`config.mk`:
```
export PLATFORM = sky130hd
export DESIGN_NAME = lqns_axis_grid
export DESIGN_NICKNAME = d
export VERILOG_FILES = /design/src/lqns_pkg.sv /design/src/lqns_axis_grid.sv
export SDC_FILE = /design/constraint.sdc
export NUM_CORES = 2
export LEC_CHECK = 0
export ABC_AREA = 1
export BUFFER_PORTS_ARGS = -buffer_cell sky130_fd_sc_hd__clkbuf_2
export CAP_MARGIN = 10
export CORE_UTILIZATION = 61
export DETAILED_ROUTE_END_ITERATION = 8
export PLACE_DENSITY = 0.81
export SETUP_SLACK_MARGIN = 0.5
export SLEW_MARGIN = 20
export SYNTH_ARGS = -nofsm -noshare
export SYNTH_HDL_FRONTEND = slang
export SYNTH_SLANG_ARGS = --single-unit
export TNS_END_PERCENT = 1
```
`constraint.sdc`:
```
create_clock -name clock -period 7.1 [get_ports clock]
set_input_delay 1.065 -clock clock [delete_from_list [all_inputs] [get_ports clock]]
set_output_delay 1.065 -clock clock [all_outputs]
set_load 0.01 [all_outputs]
```
`src/lqns_pkg.sv`:
```
// Package for the loose quadtree node selector.
// Holds the field widths, register reset values, register indexes, the pipeline
// load struct and the table of level base indexes. It depends on nothing else.
package lqns_pkg;

   // Field widths
   localparam int COORD_W    = 24;
   localparam int HALF_W     = 23;
   localparam int SCALE_W    = 32;
   localparam int SHIFT_W    = 24;
   localparam int PROD_W     = SHIFT_W + SCALE_W;
   localparam int FRAC_W     = 24;
   localparam int LEVEL_W    = 3;
   localparam int CELL_W     = 7;
   localparam int NODE_W     = 15;
   localparam int IN_DATA_W  = 4 * COORD_W;
   localparam int OUT_DATA_W = LEVEL_W + 2 * CELL_W + NODE_W;

   // Configuration port
   localparam int CSR_ADDR_W = 3;
   localparam int CSR_DATA_W = 32;

   // Defaults for the top-level parameters
   localparam int LEVEL_COUNT_DEFAULT = 8;
   localparam int GRID_BITS_DEFAULT   = 8;

   // Register reset values
   localparam logic [HALF_W-1:0]  HALF_SIZE_RESET = 23'd32768;
   localparam logic [SCALE_W-1:0] SCALE_RESET     = 32'd16711680;

   // Register indexes, taken from address bit 2
   typedef enum logic {
      REG_HALF_SIZE = 1'b0,
      REG_SCALE     = 1'b1
   } csr_reg_type;

   // Load enables of the five pipeline stages
   typedef struct packed {
      logic s1_load;
      logic s2_load;
      logic s3_load;
      logic s4_load;
      logic s5_load;
   } pipe_ctrl_type;

   // Index of the first node of a level: (4^level - 1) / 3.
   function automatic logic [NODE_W-1:0] level_base(input logic [LEVEL_W-1:0] lvl);
      logic [NODE_W-1:0] base;
      case (lvl)
         3'd0:    base = 15'd0;
         3'd1:    base = 15'd1;
         3'd2:    base = 15'd5;
         3'd3:    base = 15'd21;
         3'd4:    base = 15'd85;
         3'd5:    base = 15'd341;
         3'd6:    base = 15'd1365;
         default: base = 15'd5461;
      endcase
      return base;
   endfunction

endpackage

```
`src/lqns_axis_grid.sv`:
```
// Second and third pipeline stages for one axis: scaling of both corners onto
// the grid, floor for the minimum, ceiling for the maximum, and saturation.
// Depends on lqns_pkg.
module lqns_axis_grid
   import lqns_pkg::*;
#(
   parameter int GRID_BITS = GRID_BITS_DEFAULT
)
(
   input  logic                  clock,
   input  pipe_ctrl_type         ctrl,
   input  logic [SCALE_W-1:0]    scale,
   input  logic [SHIFT_W-1:0]    shift_min,
   input  logic [SHIFT_W-1:0]    shift_max,
   output logic [GRID_BITS-1:0]  grid_min,
   output logic [GRID_BITS-1:0]  grid_max
);

   localparam int HI_W = PROD_W - FRAC_W;
   localparam logic [HI_W-1:0] GRID_TOP = HI_W'((1 << GRID_BITS) - 1);

   logic [PROD_W-1:0]    prod_min_in, prod_max_in, prod_min_ff, prod_max_ff;
   logic [HI_W-1:0]      hi_min, hi_max;
   logic                 frac_max_nz;
   logic [GRID_BITS-1:0] grid_min_in, grid_max_in, grid_min_ff, grid_max_ff;

   // Stage two: one multiplier per corner
   assign prod_min_in = {{SCALE_W{1'b0}}, shift_min} * {{SHIFT_W{1'b0}}, scale};
   assign prod_max_in = {{SCALE_W{1'b0}}, shift_max} * {{SHIFT_W{1'b0}}, scale};

   always_ff @(posedge clock) begin
      if (ctrl.s2_load) begin
         prod_min_ff <= prod_min_in;
         prod_max_ff <= prod_max_in;
      end
   end

   // Stage three: round and saturate to the grid maximum
   assign hi_min      = prod_min_ff[PROD_W-1:FRAC_W];
   assign hi_max      = prod_max_ff[PROD_W-1:FRAC_W];
   assign frac_max_nz = |prod_max_ff[FRAC_W-1:0];

   always_comb begin
      if (hi_min > GRID_TOP) begin
         grid_min_in = GRID_TOP[GRID_BITS-1:0];
      end else begin
         grid_min_in = hi_min[GRID_BITS-1:0];
      end
      if ((hi_max > GRID_TOP) || ((hi_max == GRID_TOP) && frac_max_nz)) begin
         grid_max_in = GRID_TOP[GRID_BITS-1:0];
      end else begin
         grid_max_in = hi_max[GRID_BITS-1:0] + GRID_BITS'(frac_max_nz);
      end
   end

   always_ff @(posedge clock) begin
      if (ctrl.s3_load) begin
         grid_min_ff <= grid_min_in;
         grid_max_ff <= grid_max_in;
      end
   end

   assign grid_min = grid_min_ff;
   assign grid_max = grid_max_ff;

endmodule

```
* After elaboration in Yosys (flattened, before gate mapping)
Index checks and enable logic that the tools add are counted.
Storage, ports and cells: bits in registers 128, output and inout port bits 16, word-level logic and storage cells 13
Cells by class: add/sub/neg operators 1, multipliers 2, order comparisons 2, equality and inequality tests 1, reduce and logical (&&, ||, !) cells 3
Operator list (count):
- multiplier 24 x 32 -> 56 bit | 2
- > comparator 32 x 8 -> 1 bit (second input constant) | 2
- equality test 32 x 8 -> 1 bit (second input constant) | 1
- OR reduction 24 bit | 1
- adder 8 x 1 -> 8 bit | 1
- logical AND 1 bit | 1
- logical OR 1 bit | 1

* Logic depth before layout (Yosys ltp)
word-level depth 3, mapped depth 30, depth with buffers taken out 28

* Least setup slack after synthesis
OpenSTA, ideal clock, no wires.
path type input-to-reg, start point input port scale[29], end point register prod_min_ff[52] (data pin), arrival 6.597 ns, data required time 6.848 ns, path slack 0.251 ns, stages on the path 25, path buffers 2, path through clkbuf_1 > buf_1 > nand2_1 > fa_1 > inv_1 > fa_1 > inv_1 > fa_1 > fa_1 > inv_1 > fa_1 > fa_1 > inv_1 > fa_1 > inv_1 > ha_1 > nand2_1 > a21oi_1 > or2_2 > a21oi_1 > nand2_1 > a21oi_1 > nand2_1 > nand2_1 > nand2_1
Between the ends: longest elaborated chain between the ends 1
Ends and longest elaborated chain:
- start: declaration | line lqns_axis_grid.sv:12 | input logic [SCALE_W-1:0] scale,
- multiplier 24 x 32 -> 56 bit | line lqns_axis_grid.sv:28 | assign prod_min_in = {{SCALE_W{1'b0}}, shift_min} * {{SHIFT_W{1'b0}}, scale};
- net prod_min_in[52] | line lqns_axis_grid.sv:22 | logic [PROD_W-1:0] prod_min_in, prod_max_in, prod_min_ff, prod_max_ff;
- end signal: assignment | line lqns_axis_grid.sv:33 | prod_min_ff <= prod_min_in;
- end: declaration | line lqns_axis_grid.sv:22
The timed path passes the listed nets, and every way through them passes these cells. A chain may end at the register's enable or synchronous reset.

* Worst setup path in the final report
start point input port scale[15], end point register prod_max_ff[47] (data pin)
Between the ends: longest elaborated chain between the ends 1
Ends and longest elaborated chain:
- multiplier 24 x 32 -> 56 bit | line lqns_axis_grid.sv:29 | assign prod_max_in = {{SCALE_W{1'b0}}, shift_max} * {{SHIFT_W{1'b0}}, scale};
- net prod_max_in[47] | line lqns_axis_grid.sv:22
- end signal: assignment | line lqns_axis_grid.sv:34 | prod_max_ff <= prod_max_in;
- end: declaration | line lqns_axis_grid.sv:22
The timed path passes the listed nets, and every way through them passes these cells.

==> flow_metrics.env <==
export IMPL_min_period_ps=6870
export IMPL_ys_seq_area_share_pct=5.60
export IMPL_netlist_area_um2=55800
export IMPL_maxSlewViolCount=0
export IMPL_critPathCaptureType="flop"
export IMPL_io_buffer_count=98
export IMPL_syn2layout_area_growth_pct=15.8
export IMPL_grtUsageTotal_pct=35.9
export IMPL_drc=0
export IMPL_max_freq_mhz=145
export IMPL_die_area_um2=92700
export IMPL_dr_pass1_iters=6
export IMPL_cts_sinks=104
export IMPL_die_x_um=304
export IMPL_drt_total_wl_um=163000
export IMPL_initial_core_util_pct=61.8
export IMPL_cts_max_path_buffers=2
export IMPL_final_net_count=9436
export IMPL_syn_avg_cell_area_um2=7.68
export IMPL_worst_path_max_delay_cell="fa_1"
export IMPL_drv_cap=0
export IMPL_finalSetupViolCount=0
export IMPL_worstSetupStartpointType="input pin"
export IMPL_clk_latency_ps=430
export IMPL_cts_clk_slew_worst_paths_ps=100
export IMPL_netlist_instances=7265
export IMPL_grt_pass1_wl_um=260000
export IMPL_critPathMaxStageDelay_ps=580
export IMPL_status="finished clean"
export IMPL_root_buffer="clkbuf_16"
export IMPL_synth_warnings=0
export IMPL_fin_skew_ps=26.1
export IMPL_synth_top_cell_by_area="fa_1"
export IMPL_path_max_fanout=23
export IMPL_syn_num_nets=9028
export IMPL_io_pins=102
export IMPL_drive_gt1_share_pct=14.2
export IMPL_cts_made_buffers=9
export IMPL_cts_hold_buf=0
export IMPL_ctsHtreeMaxLevel=3
export IMPL_cts_tree="built"
export IMPL_antenna_found_initial=4
export IMPL_num_fill_cells=6686
export IMPL_hold_viol=0
export IMPL_routedWlPerCell_um=18.4
export IMPL_required_ps=7300
export IMPL_relSlewSlack_pct=49.4
export IMPL_hpwlAfterDp_um=137000
export IMPL_synth_seq_cells=104
export IMPL_worst_pin_slew_ps=760
export IMPL_viasPerCell=5.36
export IMPL_rsz0062_at_grt="true"
export IMPL_criticalPathCategory="in2reg"
export IMPL_drtAntennaViolNets=0
export IMPL_period_share_pct=96.8
export IMPL_grt_overflow_total=0
export IMPL_finalInstanceArea_um2=64600
export IMPL_min_path_type="reg2reg"
export IMPL_drt_iter0_drc=3660
export IMPL_synthDistinctLibCells=39
export IMPL_crit_arrival_ps=7070
export IMPL_grt_max_degree=57
export IMPL_grt_pass1_vias=51281
export IMPL_gp_congestion=1.02
export IMPL_yosysTopAreaCellShare_pct=47.2
export IMPL_coreArea_um2=90300
export IMPL_die_height_um=304
export IMPL_num_vias=47455
export IMPL_row_count=110
export IMPL_place_area_um2=62400
export IMPL_synthTopCellsByArea="fa_1 (47%), inv_1 (16%), nand2_1 (13%)"
-- synth_stat cells --
library cell and number:
inv_1 2431, nand2_1 1954, fa_1 1315, ha_1 362
clkbuf_1 254, nor2_1 237, a21oi_1 150, edfxtp_1 104
o21ai_0 88, nand3_1 86, buf_1 50, nand4_1 39
xor2_1 37, nor3_1 23, nor4_1 20, o21bai_1 19
xnor2_1 18, nand2_2 12, a21o_1 9, a21boi_0 7
o21ai_1 7, nor2_2 5, o21a_1 5, a31oi_1 3
nand2_4 3, nand3_2 3, nand3b_1 3, nor3_2 3
o21ai_2 3, or2_2 3, a21oi_2 2, nor4_2 2
or4_1 2, and3_1 1, clkinv_1 1, inv_2 1
nor3_4 1, nor3b_1 1, o211ai_1 1
-- metal layers --
metal,routed length [um],track usage [%]
met4,10000,17.8
met5,37,0
met1,57200,42.1
met3,13100,5.83
met2,82600,63.8
-- final timing paths --
path                   startpoint         endpoint  slack, ps  depth (start not counted)
setup reg to reg  prod_max_ff[21]      grid_max[6]       4500                          9
hold / removal    prod_min_ff[24]      grid_min[0]        510                          2
hold reg to reg   prod_min_ff[24]      grid_min[0]        510                          2
setup / recovery        scale[15]  prod_max_ff[47]        230                         26
-- cell usage in the layout, fill, tap and decap left out, drive strengths merged, types with 22 or more instances in the layout --
cell / Yosys / final
ha: 362 / 362
nand2: 1969 / 1969
buf: 50 / 607
edfxtp: 104 / 104
nor4: 22 / 22
inv: 2432 / 2436
nor3: 27 / 27
nor2: 242 / 242
clkbuf: 254 / 102
nand3: 89 / 89
nand4: 39 / 39
a21oi: 152 / 152
xor2: 37 / 37
o21ai: 98 / 98
fa: 1315 / 1315
-- logic make-up (layout without fill, tap and decap cells) --
kind of cell               count (synthesis)  in the layout  synth area share (%)
buffers and inverters                   2737           3150                  18.4
and+or+nand+nor                         2398           2398                  16.9
adders and majority gates               1677           1677                  55.3
AOI/OAI and AO/OA                        294            294                  2.86
DFF                                      104            104                  5.60
xor gates and xnor gates                  55             55                 0.864
other                                      0              1                     0
-- final cells by class --
| class | count | area, um^2 | area share [%] |
|---|---|---|---|
| multi-input cells | 4424 | 44100 | 68.3 |
| well taps | 1176 | 1470 | 2.28 |
| clock inverters | 7 | 88.8 | 0.138 |
| repair buffers | 701 | 6440 | 9.97 |
| inverters | 2433 | 9130 | 14.1 |
| flip-flops and latches | 104 | 3120 | 4.84 |
| diodes | 1 | 2.50 | 0.00387 |
| clock buffers | 9 | 225 | 0.349 |
-- what timing repair did --
item / CTS / global route
gates resized for setup: 51 / 431
endpoints found under the setup margin: 69 / 74
buffers inserted: 1 / 0
hold endpoints to repair: 0 / 0
pin swaps: 8 / 119
cloned: 1 / 1
-- sequential cells by signal, indices dropped and copies added, names as in the netlist --
register and count:
prod_min_ff 32, grid_min 8, grid_max 8, prod_max_ff 56
-- stage by stage --
stage | hold slack [ps] | setup slack [ps] | util [%] | TNS [ps] | std cells
after floorplan | 479 | 464 | - | 0 | 7265
after global placement | 501 | -231 | 69.1 | -5100 | 8835
after detailed placement | 501 | -244 | 69.1 | -7870 | 8835
after CTS | 520 | 298 | 69.7 | 0 | 8853
after global routing | 542 | 47.2 | 71.5 | 0 | 8855
final | 514 | 227 | 71.5 | 0 | 8855
-- critical path: cells and delay by family --
family,cells,cell delay (ps)
and+or+nand+nor,5,390
buffers and inverters,10,1140
adders and majority gates,8,3850
AOI/OAI and AO/OA,3,590
Power is not shown: default switching activity piles up to over one toggle a cycle in this logic, so the estimate is an artifact.
