## src/lqns_pkg.sv

```systemverilog
// Package for the loose quadtree node selector.
// Holds the field widths, register reset values, register indexes, the pipeline
// load struct and the table of level base indexes. It depends on nothing else.
package lqns_pkg;

   // Field widths
   localparam int COORD_W    = 24;
   localparam int HALF_W     = 23;
   localparam int SCALE_W    = 32;
   localparam int SHIFT_W    = 24;
   localparam int PROD_W     = SHIFT_W + SCALE_W;
   localparam int FRAC_W     = 24;
   localparam int LEVEL_W    = 3;
   localparam int CELL_W     = 7;
   localparam int NODE_W     = 15;
   localparam int IN_DATA_W  = 4 * COORD_W;
   localparam int OUT_DATA_W = LEVEL_W + 2 * CELL_W + NODE_W;

   // Configuration port
   localparam int CSR_ADDR_W = 3;
   localparam int CSR_DATA_W = 32;

   // Defaults for the top-level parameters
   localparam int LEVEL_COUNT_DEFAULT = 8;
   localparam int GRID_BITS_DEFAULT   = 8;

   // Register reset values
   localparam logic [HALF_W-1:0]  HALF_SIZE_RESET = 23'd32768;
   localparam logic [SCALE_W-1:0] SCALE_RESET     = 32'd16711680;

   // Register indexes, taken from address bit 2
   typedef enum logic {
      REG_HALF_SIZE = 1'b0,
      REG_SCALE     = 1'b1
   } csr_reg_type;

   // Load enables of the five pipeline stages
   typedef struct packed {
      logic s1_load;
      logic s2_load;
      logic s3_load;
      logic s4_load;
      logic s5_load;
   } pipe_ctrl_type;

   // Index of the first node of a level: (4^level - 1) / 3.
   function automatic logic [NODE_W-1:0] level_base(input logic [LEVEL_W-1:0] lvl);
      logic [NODE_W-1:0] base;
      case (lvl)
         3'd0:    base = 15'd0;
         3'd1:    base = 15'd1;
         3'd2:    base = 15'd5;
         3'd3:    base = 15'd21;
         3'd4:    base = 15'd85;
         3'd5:    base = 15'd341;
         3'd6:    base = 15'd1365;
         default: base = 15'd5461;
      endcase
      return base;
   endfunction

endpackage

```

## src/lqns_level.sv

```systemverilog
// Fourth and fifth pipeline stages: level choice from the top differing grid bit,
// then cell coordinates and absolute node index into the output register.
// Depends on lqns_pkg.
module lqns_level
   import lqns_pkg::*;
#(
   parameter int LEVEL_COUNT = LEVEL_COUNT_DEFAULT,
   parameter int GRID_BITS   = GRID_BITS_DEFAULT
)
(
   input  logic                  clock,
   input  pipe_ctrl_type         ctrl,
   input  logic                  outside_in,
   input  logic [GRID_BITS-1:0]  grid_min_x,
   input  logic [GRID_BITS-1:0]  grid_max_x,
   input  logic [GRID_BITS-1:0]  grid_min_y,
   input  logic [GRID_BITS-1:0]  grid_max_y,
   output logic                  outside,
   output logic [LEVEL_W-1:0]    level,
   output logic [CELL_W-1:0]     cell_x,
   output logic [CELL_W-1:0]     cell_y,
   output logic [NODE_W-1:0]     node_index
);

   localparam int CW = GRID_BITS + CELL_W + 1;

   logic [LEVEL_W-1:0]   lvl_x, lvl_y, lvl_in, lvl_ff;
   logic [GRID_BITS-1:0] gx_in, gy_in, gx_ff, gy_ff;
   logic                 out4_in, out4_ff;

   logic [CW-1:0]        cell_x_wide, cell_y_wide;
   logic [CELL_W-1:0]    cx, cy;
   logic [NODE_W-1:0]    node_sum;

   logic                 outside_o_in, outside_o_ff;
   logic [LEVEL_W-1:0]   level_o_in, level_o_ff;
   logic [CELL_W-1:0]    cell_x_o_in, cell_x_o_ff, cell_y_o_in, cell_y_o_ff;
   logic [NODE_W-1:0]    node_o_in, node_o_ff;

   // Level of one axis from the top set bit of min XOR max.
   function automatic logic [LEVEL_W-1:0] axis_level(input logic [GRID_BITS-1:0] d);
      int top;
      int lvl;
      top = -1;
      for (int i = 0; i < GRID_BITS; i++) begin
         if (d[i]) top = i;
      end
      if (top < 0) lvl = LEVEL_COUNT - 1;
      else         lvl = LEVEL_COUNT - 1 - top;
      if (lvl < 0) lvl = 0;
      return LEVEL_W'(lvl);
   endfunction

   // Stage four: pick the shallower of the two axis levels
   assign lvl_x   = axis_level(grid_min_x ^ grid_max_x);
   assign lvl_y   = axis_level(grid_min_y ^ grid_max_y);
   assign lvl_in  = (lvl_x < lvl_y) ? lvl_x : lvl_y;
   assign gx_in   = grid_min_x;
   assign gy_in   = grid_min_y;
   assign out4_in = outside_in;

   always_ff @(posedge clock) begin
      if (ctrl.s4_load) begin
         lvl_ff  <= lvl_in;
         gx_ff   <= gx_in;
         gy_ff   <= gy_in;
         out4_ff <= out4_in;
      end
   end

   // Stage five: cell of the minimum corner at the chosen level. Shifting left by
   // the level and right by the grid width covers both deeper and shallower levels.
   assign cell_x_wide = (CW'(gx_ff) << lvl_ff) >> GRID_BITS;
   assign cell_y_wide = (CW'(gy_ff) << lvl_ff) >> GRID_BITS;
   assign cx          = cell_x_wide[CELL_W-1:0];
   assign cy          = cell_y_wide[CELL_W-1:0];
   assign node_sum    = level_base(lvl_ff) + (NODE_W'(cy) << lvl_ff) + NODE_W'(cx);

   // An outside box reports the root with all fields zero.
   always_comb begin
      outside_o_in = out4_ff;
      if (out4_ff) begin
         level_o_in  = '0;
         cell_x_o_in = '0;
         cell_y_o_in = '0;
         node_o_in   = '0;
      end else begin
         level_o_in  = lvl_ff;
         cell_x_o_in = cx;
         cell_y_o_in = cy;
         node_o_in   = node_sum;
      end
   end

   always_ff @(posedge clock) begin
      if (ctrl.s5_load) begin
         outside_o_ff <= outside_o_in;
         level_o_ff   <= level_o_in;
         cell_x_o_ff  <= cell_x_o_in;
         cell_y_o_ff  <= cell_y_o_in;
         node_o_ff    <= node_o_in;
      end
   end

   assign outside    = outside_o_ff;
   assign level      = level_o_ff;
   assign cell_x     = cell_x_o_ff;
   assign cell_y     = cell_y_o_ff;
   assign node_index = node_o_ff;

endmodule

```

## config.mk

```make
export PLATFORM = sky130hd
export DESIGN_NAME = lqns_level
export DESIGN_NICKNAME = d
export VERILOG_FILES = /design/src/lqns_pkg.sv /design/src/lqns_level.sv
export SDC_FILE = /design/constraint.sdc
export NUM_CORES = 1
export LEC_CHECK = 0
export ABC_AREA = 1
export ABC_CLOCK_PERIOD_IN_PS = 3000
export BUFFER_PORTS_ARGS = -buffer_cell sky130_fd_sc_hd__buf_2
export CORE_ASPECT_RATIO = 1.25
export CORE_MARGIN = 8
export CORE_UTILIZATION = 40
export CTS_BUF_LIST = sky130_fd_sc_hd__clkbuf_2 sky130_fd_sc_hd__clkbuf_4 sky130_fd_sc_hd__clkbuf_8
export CTS_CLUSTER_DIAMETER = 120
export DETAILED_ROUTE_END_ITERATION = 12
export GPL_TIMING_DRIVEN = 0
export MAX_ROUTING_LAYER = met4
export PLACE_DENSITY = 0.69
export SETUP_SLACK_MARGIN = 0.2
export SYNTH_ARGS = -nofsm -noshare
export SYNTH_HDL_FRONTEND = slang
export SYNTH_SLANG_ARGS = --single-unit
export TNS_END_PERCENT = 10
```

## constraint.sdc

```tcl
create_clock -name clock -period 3 [get_ports clock]
set_input_delay 0.6 -clock clock [delete_from_list [all_inputs] [get_ports clock]]
set_output_delay 0.6 -clock clock [all_outputs]
set_load 0.01 [all_outputs]
```

======== Word-level counts from Yosys, hierarchy flattened ========
Cells that the tools add are included.
cells by class
  $add $sub $neg .......................... 4
  order comparisons ....................... 5
  equal/unequal tests ..................... 6
  shift-type cells ........................ 3
  muxes and demuxes ....................... 22
  bitwise logic cells ..................... 2
  reduce and logical (&&, ||, !) cells .... 1
operators with widths
  kind                                                                    count
  32-bit two-way mux                                                      18
  32-bit by 1-bit < comparator with 1-bit output (second input constant)  4
  13-bit case mux with 7 select lines                                     1
  4-bit by 32-bit subtractor with 32-bit output (first input constant)    2
  8-bit by 3-bit left shift with 15-bit output                            2
  8-bit XOR                                                               2
  15-bit adder                                                            1
  15-bit by 7-bit adder with 15-bit output                                1
  7-bit by 3-bit left shift with 15-bit output                            1
  3-bit == test (second input constant)                                   3
  3-bit two-way mux                                                       3
  3-bit by 2-bit == test with 1-bit output (second input constant)        2
  3-bit by 1-bit == test with 1-bit output (second input constant)        1
  3-bit zero test                                                         1
  3-bit < comparator                                                      1
word-level totals
  flip-flop bits (word level) ............. 53
  input bits .............................. 39
  output and inout bits ................... 33

======== Longest topological paths before layout ========
  word-level depth ........................ 15
  depth in mapped cells ................... 24
  mapped depth without buffers ............ 23

======== Worst setup path after synthesis ========
Ideal clock, no wire load.
  path kind ............................... register -> register
  start ................................... register lvl_ff[0]
  end ..................................... register node_o_ff[13], in the netlist node_index[13] (data pin)
  arrival time ............................ 3031 ps
  path slack .............................. -289 ps
  stages on the path, launching flop included .. 21
  path buffers ............................ 1
  period minus slack after synthesis ...... 3289 ps
  cells stage by stage .................... edfxtp_1 > buf_6 > o21ai_2 > nand2_1 > nand3_1 > nand3_1 > nand3_1 > nand2_1 > o22ai_2 > inv_1 > fa_1 > inv_1 > ha_1 > a21oi_1 > o21ai_1 > a21oi_1 > o21ai_1 > nand2_1 > nand2_1 > o21ai_0 > a21oi_1
on the way
  longest elaborated chain between the ends .. 4
  elaborated cells on any way between the ends .. 13
  classes of those cells .................. add/sub (2); eq/ne (6); shift (3); mux (1); reduce/logical (1)
ends and longest elaborated chain
  item                                                                                                 line                              RTL
  from (decl)                                                                                          lqns_level.sv:27                  logic [LEVEL_W-1:0] lvl_x, lvl_y, lvl_in, lvl_ff;
  from (signal assigned)                                                                               lqns_level.sv:64                  lvl_ff <= lvl_in;
  8-bit by 3-bit left shift with 15-bit output, or another cell as far along                           lqns_level.sv:74                  assign cell_y_wide = (CW'(gy_ff) << lvl_ff) >> GRID_BITS;
  7-bit by 3-bit left shift with 15-bit output or 13-bit case mux with 7 select lines (tied branches)  lqns_level.sv:77, lqns_pkg.sv:49
  15-bit adder                                                                                         lqns_level.sv:77                  assign node_sum = level_base(lvl_ff) + (NODE_W'(cy) << lvl_ff) + NODE_W'(cx);
  15-bit by 7-bit adder with 15-bit output *                                                           lqns_level.sv:77
  to (signal assigned)                                                                                 lqns_level.sv:101                 node_o_ff <= node_o_in;
  to (decl)                                                                                            lqns_level.sv:38                  logic [NODE_W-1:0] node_o_in, node_o_ff;
Mark *: on every way between the ends. The rest lies on a longest branch, timed or not.
A chain may end at the register's enable or synchronous reset.

======== Worst setup path in the final report ========
  start ................................... register lvl_ff[0]
  end ..................................... register node_o_ff[12], in the netlist node_index[12] (data pin)
The elaborated chain is that of the path after synthesis.

==> results.txt <==
main combinational cell family by area after synthesis: simple AND/OR/NAND/NOR gates
synth top area cells: edfxtp_1, nand2_1, ha_1, inv_1, nor2_1
delay of the slowest critical-path stage: 0.50 ns
Max Freq: 293 MHz
Worst Hold Class: register to register
Rel. slew slack: 0.537
All-Layer GR Usage: 0.140
Die Ht: 119 microns
Inst Count DP: 577
hold_buf cts: 0
post-synthesis sequential area ratio: 0.448
Root Driver: clkbuf_8
DR DRC count: 0
cell count after synthesis: 412
status: finished with violations
DR vias: 3,081
RSZ-0062 raised after global routing: true
critical path cell sequence: buf_6, buf_6, o21ai_4, nand2_2, nand3_2, nand3_2, nand3_2, nand2_2, o22ai_2, inv_2, fa_1, inv_2, ha_4, nand2_2, nor2_4, a21oi_2, o21bai_1, nand3_1, nand2_2, nand2_1, nand2_1, nor2_1
Final GP Congestion: 0.899
Slew @ Worst Pin: 0.694 ns
Rows: 37
CTS Buf Count: 5
CTS tree: built
DR iter-0 viols: 161
Hold WS: 0.455 ns
first-pass GRT wire length: 13.1 mm
Die X: 98.7 microns
pwr/cell area: 611 nW/um^2
core area: 8290 sq um
Critical-path top delay cell: fa_1
Final WS setup: -0.412 ns
Syn Std Cell Area: 3420 sq um
Clock Latency Late Sink: 0.30 ns
worst-path fanout max: 6
post-synth top area share: 0.448
sink count of the clock tree: 51
largest net degree at the start of global routing: 34
min Tclk post-route: 3.41 ns
Final Hold Viols: 0
Yosys reg bits: 51
switching power: 0.967 mW
post-synthesis adder-cell area fraction: 0.0952
maximum VDD drop: 274 uV
share of cells above drive strength 1: 0.347
Final Max Slew Viols: 0
WP data required: 3.07 ns
Gate power share: 0.464
Final period util: 1.14
number of global-route vias before repair: 3,150
initial core utilization: 0.413
Int Power: 1.77 mW
Final Non-Filler Cells: 616
Worst Path Arrival: 3.48 ns
Simple-Gate Fraction of Synth Area: 0.213
sequential share of power: 0.332
mux contribution to synthesized area: 0
leading area contributor after synthesis: edfxtp_1
Yosys warning count: 0
drt pass-1 iters: 4
grt ovf: 0
DR WL/cell: 13.2 microns
post-DR vias/cell: 5.00
Synth Area in Compound Gates: 0.126
I/O pin count: 72
Layout Skew: 0.0105 ns
library cells used by synthesis: 37
Clock transition at path regs: 0.09 ns
xor and xnor fraction of the mapped netlist area: 0.0256
Clock power frac: 0.204
setup violators final: 12
DIE AREA: 11,800 sq um
Avg Inst Size Synth: 8.30 sq um
Leak: 2.17 nW
switching share of total power: 0.353
Routed WL: 8.14 mm
Post-DRT Antenna Nets: 0
# H-tree levels: 2
Critical Path Most Common Cell: nand2_2
CP endpoint kind: register
failing checks: setup timing
initial antenna violation count: 0
Startpoint Class: register
Syn-to-layout area delta: 31.1%
Max-cap violations: 0
nets: 580
buffers added on ports: 68
Diodes inserted: 0
DP Wirelength: 5.72 mm
Mapped Nets: 474
Clock Path Buffers: 2
total power: 2.74 mW
TNS Setup: -3.71 ns
Setup CP Type: register to register
[critical path, delay by kind of cell (launching register included)]
family | cells | cell delay, ns
buf+inv | 4 | 0.41
compound gates | 4 | 0.54
fa+ha+maj | 2 | 0.80
flops | 1 | 0.41
simple gates | 12 | 1.02
[cells by family after synthesis]
logic type                 after synthesis
adders and majority gates               23
other                                    1
buffers and inverters                   71
xor gates and xnor gates                10
and+or+nand+nor                        184
AOI/OAI and AO/OA                       72
DFF                                     51
[state kept, by name, indices dropped and copies added (netlist names)]
register and count:
level 3, outside 1, lvl_ff 3, gy_ff 7, cell_x 7, gx_ff 7, out4_ff 1, node_index 15
cell_y 7
[power by group through the flow]
stage | logic [mW] | registers [mW] | clock network (mW)
2_1_floorplan | 0.625 | 0.962 | 0
3_3_place_gp | 0.872 | 0.928 | 0
3_5_place_dp | 0.896 | 0.930 | 0
4_1_cts | 1.12 | 0.909 | 0.573
5_1_grt | 1.39 | 0.917 | 0.599
6_report | 1.27 | 0.908 | 0.557
[Yosys cell counts, drive strengths merged]
master / instances
a22oi: 3
ha: 18
nand4: 1
o22ai: 3
buf: 6
nor4: 1
xor2: 4
o21bai: 2
nand2: 113
fa: 5
xnor2: 6
o21ai: 33
nor2: 54
a21oi: 27
clkbuf: 5
conb: 1
a31oi: 2
nor3: 1
o211ai: 2
inv: 59
edfxtp: 51
clkinv: 1
nand3: 14
[stage by stage]
stage                     cell area (sq um)   util  setup slack, ns
after floorplan                        3440      -           -0.157
after global placement                 3910  0.471           -0.568
after detailed placement               3910  0.471           -0.630
after CTS                              4370  0.528           -0.306
after global routing                   4480  0.541           -0.586
final                                  4480  0.541           -0.412
[routing by layer]
layer,up-vias,routed length (microns),GRT usage
met5,-,0,-
met4,0,343,0.0751
met3,37,366,0.0280
met2,121,4090,0.251
met1,1372,3340,0.139
li1,1551,-,-
[placed cells by master (no fill, tap or decap), types with 3 or more instances in the layout]
cell       n
nor2_4     3
fa_1       4
o21ai_1    4
o21ai_0   16
xor2_1     4
a21oi_1   18
o21ai_2   11
inv_1     51
nand2_1   95
inv_2      6
a21oi_2    8
xnor2_1    6
ha_1      14
nand2_2   16
nand3_2    5
buf_4     31
ha_4       4
nor2_1    49
buf_2     69
nand3_1    9
a22oi_1    3
clkbuf_8   6
buf_6      5
edfxtp_1  51
[layout make-up]
cell class | count | area, sq um
sequential | 51 | 1530
inverter | 60 | 233
multi-input combinational | 290 | 1790
clock buffer | 6 | 76.3
timing repair buffer | 99 | 578
tap | 97 | 121
clock inverter | 2 | 60.1
fill | 753 | 3810
buffer | 11 | 88.8
[final timing paths]
check | to | startpoint | slack (ns) | cells after the start
max | node_index[12] | lvl_ff[0] | -0.41 | 22
min | outside | out4_ff | 0.46 | 0
max reg2reg | node_index[12] | lvl_ff[0] | -0.41 | 22
min reg2reg | outside | out4_ff | 0.46 | 0
[repair_timing]
item | CTS | global route
setup buffers | 30 | 0
pin swaps | 22 | 15
setup endpoints to repair | 13 | 14
cloned | 1 | 0
resized for setup | 34 | 28
(Power assumes the default switching activity.)
