==> src/lqns_pkg.sv <==
// Package for the loose quadtree node selector.
// Holds the field widths, register reset values, register indexes, the pipeline
// load struct and the table of level base indexes. It depends on nothing else.
package lqns_pkg;

   // Field widths
   localparam int COORD_W    = 24;
   localparam int HALF_W     = 23;
   localparam int SCALE_W    = 32;
   localparam int SHIFT_W    = 24;
   localparam int PROD_W     = SHIFT_W + SCALE_W;
   localparam int FRAC_W     = 24;
   localparam int LEVEL_W    = 3;
   localparam int CELL_W     = 7;
   localparam int NODE_W     = 15;
   localparam int IN_DATA_W  = 4 * COORD_W;
   localparam int OUT_DATA_W = LEVEL_W + 2 * CELL_W + NODE_W;

   // Configuration port
   localparam int CSR_ADDR_W = 3;
   localparam int CSR_DATA_W = 32;

   // Defaults for the top-level parameters
   localparam int LEVEL_COUNT_DEFAULT = 8;
   localparam int GRID_BITS_DEFAULT   = 8;

   // Register reset values
   localparam logic [HALF_W-1:0]  HALF_SIZE_RESET = 23'd32768;
   localparam logic [SCALE_W-1:0] SCALE_RESET     = 32'd16711680;

   // Register indexes, taken from address bit 2
   typedef enum logic {
      REG_HALF_SIZE = 1'b0,
      REG_SCALE     = 1'b1
   } csr_reg_type;

   // Load enables of the five pipeline stages
   typedef struct packed {
      logic s1_load;
      logic s2_load;
      logic s3_load;
      logic s4_load;
      logic s5_load;
   } pipe_ctrl_type;

   // Index of the first node of a level: (4^level - 1) / 3.
   function automatic logic [NODE_W-1:0] level_base(input logic [LEVEL_W-1:0] lvl);
      logic [NODE_W-1:0] base;
      case (lvl)
         3'd0:    base = 15'd0;
         3'd1:    base = 15'd1;
         3'd2:    base = 15'd5;
         3'd3:    base = 15'd21;
         3'd4:    base = 15'd85;
         3'd5:    base = 15'd341;
         3'd6:    base = 15'd1365;
         default: base = 15'd5461;
      endcase
      return base;
   endfunction

endpackage

==> src/lqns_front.sv <==
// First pipeline stage: bounds check against half_size and shift of the corners.
// Depends on lqns_pkg.
module lqns_front
   import lqns_pkg::*;
(
   input  logic                 clock,
   input  pipe_ctrl_type        ctrl,
   input  logic [HALF_W-1:0]    half_size,
   input  logic [COORD_W-1:0]   min_x,
   input  logic [COORD_W-1:0]   min_y,
   input  logic [COORD_W-1:0]   max_x,
   input  logic [COORD_W-1:0]   max_y,
   output logic                 outside,
   output logic [SHIFT_W-1:0]   shift_min_x,
   output logic [SHIFT_W-1:0]   shift_min_y,
   output logic [SHIFT_W-1:0]   shift_max_x,
   output logic [SHIFT_W-1:0]   shift_max_y
);

   localparam int EXT_W = COORD_W + 1;

   logic signed [EXT_W-1:0] half_pos;
   logic signed [EXT_W-1:0] half_neg;
   logic signed [EXT_W-1:0] min_x_ext, min_y_ext, max_x_ext, max_y_ext;

   logic                outside_in, outside_ff;
   logic [SHIFT_W-1:0]  sh_min_x_in, sh_min_y_in, sh_max_x_in, sh_max_y_in;
   logic [SHIFT_W-1:0]  sh_min_x_ff, sh_min_y_ff, sh_max_x_ff, sh_max_y_ff;

   // Shift a corner into the covered square; a negative sum gives zero.
   function automatic logic [SHIFT_W-1:0] shift_coord(input logic signed [EXT_W-1:0] c,
                                                      input logic signed [EXT_W-1:0] h);
      logic signed [EXT_W-1:0] sum;
      sum = c + h;
      return sum[EXT_W-1] ? '0 : sum[SHIFT_W-1:0];
   endfunction

   assign half_pos  = $signed({2'b00, half_size});
   assign half_neg  = -half_pos;
   assign min_x_ext = $signed({min_x[COORD_W-1], min_x});
   assign min_y_ext = $signed({min_y[COORD_W-1], min_y});
   assign max_x_ext = $signed({max_x[COORD_W-1], max_x});
   assign max_y_ext = $signed({max_y[COORD_W-1], max_y});

   // A box reaching past the covered square belongs to the root.
   assign outside_in = (min_x_ext < half_neg) || (max_x_ext > half_pos) ||
                       (min_y_ext < half_neg) || (max_y_ext > half_pos);

   assign sh_min_x_in = shift_coord(min_x_ext, half_pos);
   assign sh_min_y_in = shift_coord(min_y_ext, half_pos);
   assign sh_max_x_in = shift_coord(max_x_ext, half_pos);
   assign sh_max_y_in = shift_coord(max_y_ext, half_pos);

   // Stage one registers
   always_ff @(posedge clock) begin
      if (ctrl.s1_load) begin
         outside_ff  <= outside_in;
         sh_min_x_ff <= sh_min_x_in;
         sh_min_y_ff <= sh_min_y_in;
         sh_max_x_ff <= sh_max_x_in;
         sh_max_y_ff <= sh_max_y_in;
      end
   end

   assign outside     = outside_ff;
   assign shift_min_x = sh_min_x_ff;
   assign shift_min_y = sh_min_y_ff;
   assign shift_max_x = sh_max_x_ff;
   assign shift_max_y = sh_max_y_ff;

endmodule

==> config.mk <==
export PLATFORM = sky130hd
export DESIGN_NAME = lqns_front
export DESIGN_NICKNAME = d
export VERILOG_FILES = /design/src/lqns_pkg.sv /design/src/lqns_front.sv
export SDC_FILE = /design/constraint.sdc
export NUM_CORES = 1
export LEC_CHECK = 0
export ABC_CLOCK_PERIOD_IN_PS = 8660
export BUFFER_PORTS_ARGS = -buffer_cell sky130_fd_sc_hd__buf_2
export CAP_MARGIN = 25
export CORE_MARGIN = 1
export CORE_UTILIZATION = 52
export DETAILED_ROUTE_END_ITERATION = 8
export PLACE_DENSITY = 0.77
export RECOVER_POWER = 100
export SETUP_SLACK_MARGIN = 0.15
export SKIP_LAST_GASP = 1
export SYNTH_ARGS = -nofsm -noshare
export SYNTH_HDL_FRONTEND = slang
export SYNTH_SLANG_ARGS = --single-unit
==> constraint.sdc <==
create_clock -name clock -period 8.66 [get_ports clock]
set_input_delay 0 -clock clock [delete_from_list [all_inputs] [get_ports clock]]
set_output_delay 0 -clock clock [all_outputs]
set_load 0.005 [all_outputs]
# After elaboration in Yosys (flattened, before gate mapping)

Index checks and enable logic that the tools add are counted.

Logic and storage cells: 17
Input port bits: 125
Register bits: 97

Add/sub/neg operators: 5
Reduce and logical (&&, ||, !) cells: 3
Magnitude comparators: 4

Operator list:

| cell               | number |
|---|---|
| $add A24 B24 Y25   | 4 |
| $lt A24 B25 Y1     | 2 |
| $gt A24 B24 Y1     | 2 |
| $neg A23 Y25       | 1 |
| $logic_or A1 B1 Y1 | 3 |

# Depth between registers and ports, before layout

Gate-level depths: netlist of run 1.

Word-level depth: 5
Gate-level depth with buffers: 16
Gate-level depth less buffers: 15

# Least setup slack after synthesis of run 1

No wires, ideal clock.

Kind: input to register
Start: input half_size[1]
End: register outside_ff (netlist: outside) (data pin)
Setup slack: 4.405 ns
Buffers on the path: 1
Required time: 8.388 ns
Stages on the path: 16
Data arrival time: 3.983 ns
Library setup time: 0.272 ns
Cell sequence: inv_1 -> ha_1 -> or4b_1 -> buf_2 -> or3_2 -> nor2_1 -> nand2_1 -> nor2_1 -> xnor2_1 -> ha_1 -> nand3_1 -> or4_4 -> a2111oi_4 -> nor3_1 -> mux2_1 -> or4_1

Word-level cells in the longest chain between the ends: 5
Elaborated cells on any way between the ends: 8

Ends and longest elaborated chain:

| what                            | line             | RTL |
|---|---|---|
| from (decl)                     | lqns_front.sv:8  | `input logic [HALF_W-1:0] half_size,` |
| $neg A23 Y25                    | lqns_front.sv:39 | `assign half_neg = -half_pos;` |
| $lt A24 B25 Y1                  | lqns_front.sv:46 | `assign outside_in = (min_x_ext < half_neg) \|\| (max_x_ext > half_pos) \|\|` |
| $logic_or A1 B1 Y1 (2 in a row) | lqns_front.sv:46 |  |
| $logic_or A1 B1 Y1 *            | lqns_front.sv:47 | `(min_y_ext < half_neg) \|\| (max_y_ext > half_pos);` |
| named net outside_in            | lqns_front.sv:26 | `logic outside_in, outside_ff;` |
| to (signal assigned)            | lqns_front.sv:57 | `outside_ff <= outside_in;` |
| to (decl)                       | lqns_front.sv:26 |  |

Mark *: on every way through the listed nets, which the timed path passes. The rest lies on a longest branch.
A chain may end at the register's enable or synchronous reset.

# Final worst setup path of run 1

Ends and elaborated chain as after synthesis.

==> reports/results.txt, run 1 <==
Drc violations: 0
Hold path start: min_x[23]
Ys flop type: edfxtp_1
Via count: 9268
Die Area: 0.02020 mm2
CTS sink count: 97
Slew HR: -87.02%
Initial Utilization: 53.85%
FMAX: 209.9 MHz
Setup TNS: 0 ns
Worst slew pin tran: 2.805 ns
Worst Hold Class: primary input to register
# IOs: 222
Leak: 5.302 nW
CTS Root Cell: clkbuf_16
First drt pass iteration count: 5
CP peak stage delay: 0.61 ns
Worst path cell trace: clkbuf_1 > inv_1 > ha_1 > or4b_1 > or3_2 > nor2_1 > nand2_1 > nor2_1 > xnor2_1 > ha_1 > nand3_1 > or4_1 > a2111oi_4 > nor3_1 > mux2_1 > or4_1
Data required time of the critical path: 8.76 ns
Hold Path Stages: 2
Max H-tree Level: 3
Seq/Total Area, Yosys: 28.53%
Layout cell share with drive strength beyond 1: 15.32%
Tcrit/Tclk final: 55.02%
Vias in the first global route: 9013
YS warnings: 0
Post-cts resize count: 0
Most frequent cells in the layout: 181 x ha_1, 176 x buf_2, 167 x nor2_1, 100 x a21oi_1, 97 x edfxtp_1
Synthesized flop and latch total: 97
Syn Area/Cell: 8.971 um2
Worst path slowest cell: or4b_1
Number of CTS-inserted buffers: 9
Detailed Route Iter0 Violations: 541
Drt wl/cell: 17.49 um
Port Buf Inserts: 217
First-pass GRT wire length: 44610 um
Max Cap Viol: 2
Hold Path End: shift_min_x[22]
Die Span X: 142.1 um
Synth area leaders: edfxtp_1 29%, ha_1 22%, xnor2_1 6.3%, nor2_1 6.1%, a21oi_1 4.9%
Die Y: 142.1 um
Leading area contributor after synthesis: edfxtp_1
Post-DRT Antenna Nets: 0
Remaining Overflow, GRT: 0
Most common cell after layout, fill and taps aside: ha_1
Clk slew on worst S/H paths: 0.07 ns
Clock Path Buffers: 2
Crit path launch type: primary input
Post-CTS Setup Inserts: 0
Post-Synthesis Cells: 1138
# hold bufs at CTS: 0
Post-synth net total: 1448
Final Hold Viols: 0
Core region area: 0.01896 mm2
RePlAce Congestion: 0.9519
Violated checks: capacitance limit, slew limit
Worst Setup End Kind: register
WP data arrival: 4.87 ns
Max VDD drop: 0.09903 mV
Cell Area, Synth: 0.01021 mm2
Final nets: 1663
Min Tclk post-route: 4.765 ns
Status: complete, but fails checks
Via density: 5.710
Synth top area share: 28.53%
Critical path class: primary input to register
Post-route core utilization: 62.38%
Unique cell type count in the Yosys netlist: 62
Pwr per Cell Area: 142.1 mW/mm2
RSZ-0062 raised after global routing: false
Max-slew violation count: 100
Post-synth EDFFs: 97
Initial antenna violation count: 5
Final HPWL DP: 22820 um
Total GRT Usage: 28.39%
Synth async-reset ratio: 0%
Final wirelength: 28390 um
P&R area growth vs syn: 15.82%
# setup viols final: 0
Row count: 50
CTS tree: built
CP max FO: 7
Largest net degree at the start of global routing: 50
logic make-up after synthesis:
family / count (synthesis) / synth area share [%]
compound gates: 280 / 18.16
xor+xnor: 100 / 8.849
flops: 97 / 28.53
buf+inv: 100 / 3.701
fa+ha+maj: 190 / 23.46
mux: 1 / 0.1103
simple gates: 370 / 17.18
report_power, final:
part / switching (mW) / leakage [nW] / total [mW] / internal (mW)
clock: 0.199 / 0.145 / 0.423 / 0.224
combinational: 0.363 / 4.22 / 0.628 / 0.265
sequential: 0.0177 / 0.941 / 0.628 / 0.611
area by class of cell:
class,instances,area [um2]
diodes,5,12.51
clock buffers,9,225.2
clock inverters,7,68.82
fillers,1695,7132
inverters,79,296.5
multi-input cells,941,6914
flip-flops and latches,97,2913
well taps,260,325.3
repair buffers,225,1069
synth_stat cells, drive strengths merged, types with 11 or more instances:
| cell type | count |
|---|---|
| a211oi | 15 |
| a21o | 26 |
| a21oi | 100 |
| clkbuf | 19 |
| edfxtp | 97 |
| ha | 181 |
| inv | 79 |
| nand2 | 50 |
| nand2b | 24 |
| nand3 | 12 |
| nand4 | 14 |
| nor2 | 167 |
| nor2b | 18 |
| nor3 | 42 |
| o21a | 11 |
| o21ai | 33 |
| o21bai | 18 |
| xnor2 | 74 |
| xor2 | 24 |
through the flow:
| step | power [mW] | cell area [um2] | hold slack (ns) | std cells | worst slack (ns) |
|---|---|---|---|---|---|
| CTS | 1.688 | 11880 | 0.01117 | 1617 | 4.078 |
| global route | 1.780 | 11820 | 0.03101 | 1620 | 3.656 |
| finish | 1.680 | 11820 | 0.02301 | 1623 | 3.895 |
| detailed placement | 1.265 | 11590 | 0.3908 | 1601 | 3.693 |
| floorplan | 1.038 | 10210 | 0.1125 | 1138 | 4.405 |
| global placement | 1.251 | 11580 | 0.3874 | 1599 | 3.714 |
worst max-delay path, delay by kind of cell:
| family | cells | cell delay [ns] |
|---|---|---|
| AOI/OAI and AO/OA | 1 | 0.36 |
| xor gates and xnor gates | 1 | 0.11 |
| adders and majority gates | 2 | 0.60 |
| muxes | 1 | 0.31 |
| buffers and inverters | 2 | 0.64 |
| and+or+nand+nor | 9 | 2.83 |
routing by layer:
layer  routed length [um]  global-route usage, %
met5                   13                      0
met3                 1736                  5.148
met2                13260                  47.42
met1                12510                  36.29
met4                  863                  11.09
sequential cells by signal, indices dropped and copies added, names as in the netlist:
name,flops
shift_max_x,24
outside,1
shift_min_x,24
shift_max_y,24
shift_min_y,24
how the worst max path moves through the flow:
stage | start | to | depth (start not counted)
floorplan | half_size[1] | outside | 16
global placement | half_size[1] | outside | 16
detailed placement | half_size[1] | outside | 16
CTS | half_size[1] | outside | 16
global route | half_size[1] | outside | 16
finish | half_size[1] | outside | 16
(Power assumes the default switching activity.)
==> inputs of run 2 (changes only) <==
ABC_AREA = 1   (was default)
ABC_CLOCK_PERIOD_IN_PS = 4700   (was 8660)
PLACE_DENSITY = 0.76   (was 0.77)
clock period = 4.7 ns   (was 8.66 ns; I/O delays follow)
==> run 2 against run 1 <==
Net effect:
- the flow still finishes with violations (capacitance limit, slew limit)
- clock-buffer cell count is 1 higher
- combinational power increased by 93%
- synthesized cell count increased by 29%
- sequential power rose by 82%
- via count grew 15%
- setup slack worse by 2.8 ns
- first-iteration DRC count increased by 22%
- clock power grew 75%
- hold slack improved by 0.017 ns
- die area increased by 7.8%
- final area grew 6.3%
- critical endpoint unchanged
- highest routed layer is now met4
==> reports/results.txt, run 2 <==
N_diodes: 0
Post-DRT Antenna Nets: 0
Ys flop type: edfxtp_1
Tcrit/Tclk final: 76.90%
Max Cap Viol: 1
Die Span X: 147.6 um
Clock network fraction of total power: 24.0%
Top-count cell post-synth: nand2_1
Syn Area/Cell: 7.493 um2
Clk slew on worst S/H paths: 0.08 ns
Sw power: 1.163 mW
Slew HR: -65.61%
Synthesized flop and latch total: 97
Total GRT Usage: 29.89%
Via count: 10670
Port Buf Inserts: 217
First drt pass iteration count: 6
Final wirelength: 32660 um
Worst Setup End Kind: register
WP data arrival: 3.74 ns
Sw frac: 37.66%
Post-synth net total: 1781
Layout fillers: 1951
# IOs: 222
Clock Path Buffers: 2
# setup viols final: 0
RePlAce Congestion: 0.9583
Max-slew violation count: 48
Area of the multi-input gates: 0.006977 mm2
Synth top area share: 26.43%
Hold path start: min_x[23]
Die Area: 0.02178 mm2
YS warnings: 0
Unique cell type count in the Yosys netlist: 52
Post-Synthesis Cells: 1471
Worst Hold Class: primary input to register
Hold Path End: shift_min_x[23]
Final nets: 2008
P&R area growth vs syn: 14.04%
Status: complete, but fails checks
Post-route design area: 0.01257 mm2
Die Y: 147.6 um
Largest net degree at the start of global routing: 52
Initial Utilization: 53.78%
DP Area: 0.01242 mm2
Crit path from: half_size[1]
RSZ-0062 raised after global routing: false
Initial antenna violation count: 0
FF+latch area: 0.002913 mm2
Remaining Overflow, GRT: 0
Cell Area, Synth: 0.01102 mm2
Synth async-reset ratio: 0%
Final Hold Viols: 0
P_int: 1.925 mW
CP max FO: 8
Synth area leaders: edfxtp_1 26%, ha_1 21%, nand2_1 9.8%, inv_1 8.9%, a21oi_1 7.3%
Via density: 5.408
Worst slew pin tran: 2.484 ns
Most common cell after layout, fill and taps aside: nand2_1
Combinational Power Share: 39.1%
CTS sink count: 97
Layout cell share with drive strength beyond 1: 13.45%
Most frequent cells in the layout: 296 x nand2_1, 262 x inv_1, 181 x ha_1, 174 x buf_2, 161 x a21oi_1
Final HPWL DP: 27270 um
Leading area contributor after synthesis: edfxtp_1
Max VDD drop: 0.1680 mV
Crit path launch type: primary input
Hold Path Stages: 2
Post-route core utilization: 61.33%
Number of CTS-inserted buffers: 9
Violated checks: capacitance limit, slew limit
Post-synth top cells: 288 x nand2_1, 260 x inv_1, 181 x ha_1
FMAX: 276.7 MHz
WHS: 0.04043 ns
Max H-tree Level: 3
Data required time of the critical path: 4.82 ns
First-pass GRT wire length: 51030 um
Leak: 6.663 nW
Detailed Route Iter0 Violations: 661
Min Tclk post-route: 3.614 ns
CTS tree: built
Setup TNS: 0 ns
Critical path class: primary input to register
Seq/Total Area, Yosys: 26.43%
Pwr per Cell Area: 245.6 mW/mm2
Vias in the first global route: 10370
Sequential power share: 36.9%
Drc violations: 0
Drt wl/cell: 16.55 um
Post-synth EDFFs: 97
CTS Root Cell: clkbuf_16
Row count: 52
Pwr Total: 3.088 mW
Core region area: 0.02049 mm2
==> run 2: worst max path at each step <==
stage	to
final	outside
after global routing	outside
after CTS	outside
after detailed placement	outside
after global placement	outside
after floorplan	outside
==> run 2: area by class of cell <==
| class | count | area share, % |
|---|---|---|
| tap | 270 | 2.688 |
| inverter | 266 | 7.953 |
| clock inverter | 6 | 0.3882 |
| timing repair buffer | 221 | 8.471 |
| sequential | 97 | 23.17 |
| multi-input combinational | 1103 | 55.50 |
| clock buffer | 10 | 1.822 |
==> run 2: kinds of logic (layout without fill, tap and decap cells) <==
family,count (synthesis),count (layout),share of synthesized area [%]
buffers and inverters,271,503,9.502
AOI/OAI and AO/OA,284,284,14.68
and+or+nand+nor,564,564,22.56
adders and majority gates,185,185,21.27
DFF,97,97,26.43
xor gates and xnor gates,70,70,5.563
==> run 2: stage by stage <==
stage	setup slack [ns]	instances
CTS	1.298	1973
finish	1.086	1973
global placement	1.046	1955
detailed placement	0.9416	1955
global route	0.6748	1973
floorplan	1.768	1471
==> run 2: power by group through the flow <==
stage / Clock (mW) / Combinational [mW] / Sequential, mW
2_1_floorplan: 0 / 0.749 / 1.18
3_3_place_gp: 0 / 1.20 / 1.15
3_5_place_dp: 0 / 1.21 / 1.15
4_1_cts: 0.748 / 1.23 / 1.14
5_1_grt: 0.782 / 1.35 / 1.15
6_report: 0.740 / 1.21 / 1.14
==> run 2: what timing repair did <==
action | 4_1_cts | 5_1_grt
buffers inserted | 0 | 0
gates resized for setup | 0 | 0
hold endpoints to repair | 2 | 0
hold buffers | 2 | 0
==> run 2: critical path: stages <==
cell,delay (ns)
clkbuf_1,0.21
inv_1,0.40
ha_1,0.42
nand3_1,0.21
nor3_1,0.28
nand2_1,0.09
inv_1,0.13
nand3_2,0.10
nor3_2,0.15
nand3_1,0.13
nor2_1,0.11
nand2_1,0.09
xor2_1,0.18
ha_1,0.32
nand3_1,0.12
nor2_1,0.11
nand2_1,0.06
nor2_1,0.08
nand2_1,0.09
nor2_1,0.13
nor2_1,0.05
nand3_1,0.09
nand2_1,0.05
nand2_1,0.05
nand3_1,0.06
==> run 2: per-layer routing <==
layer	share of wire (%)	vias to the layer above	track usage, %	wire (um)
met5	0	-	0	0
met4	3.1	0	10.57	1024
met3	6.0	50	3.611	1967
met2	47	376	51.32	15430
met1	44	4902	38.65	14230
li1	-	5342	-	-
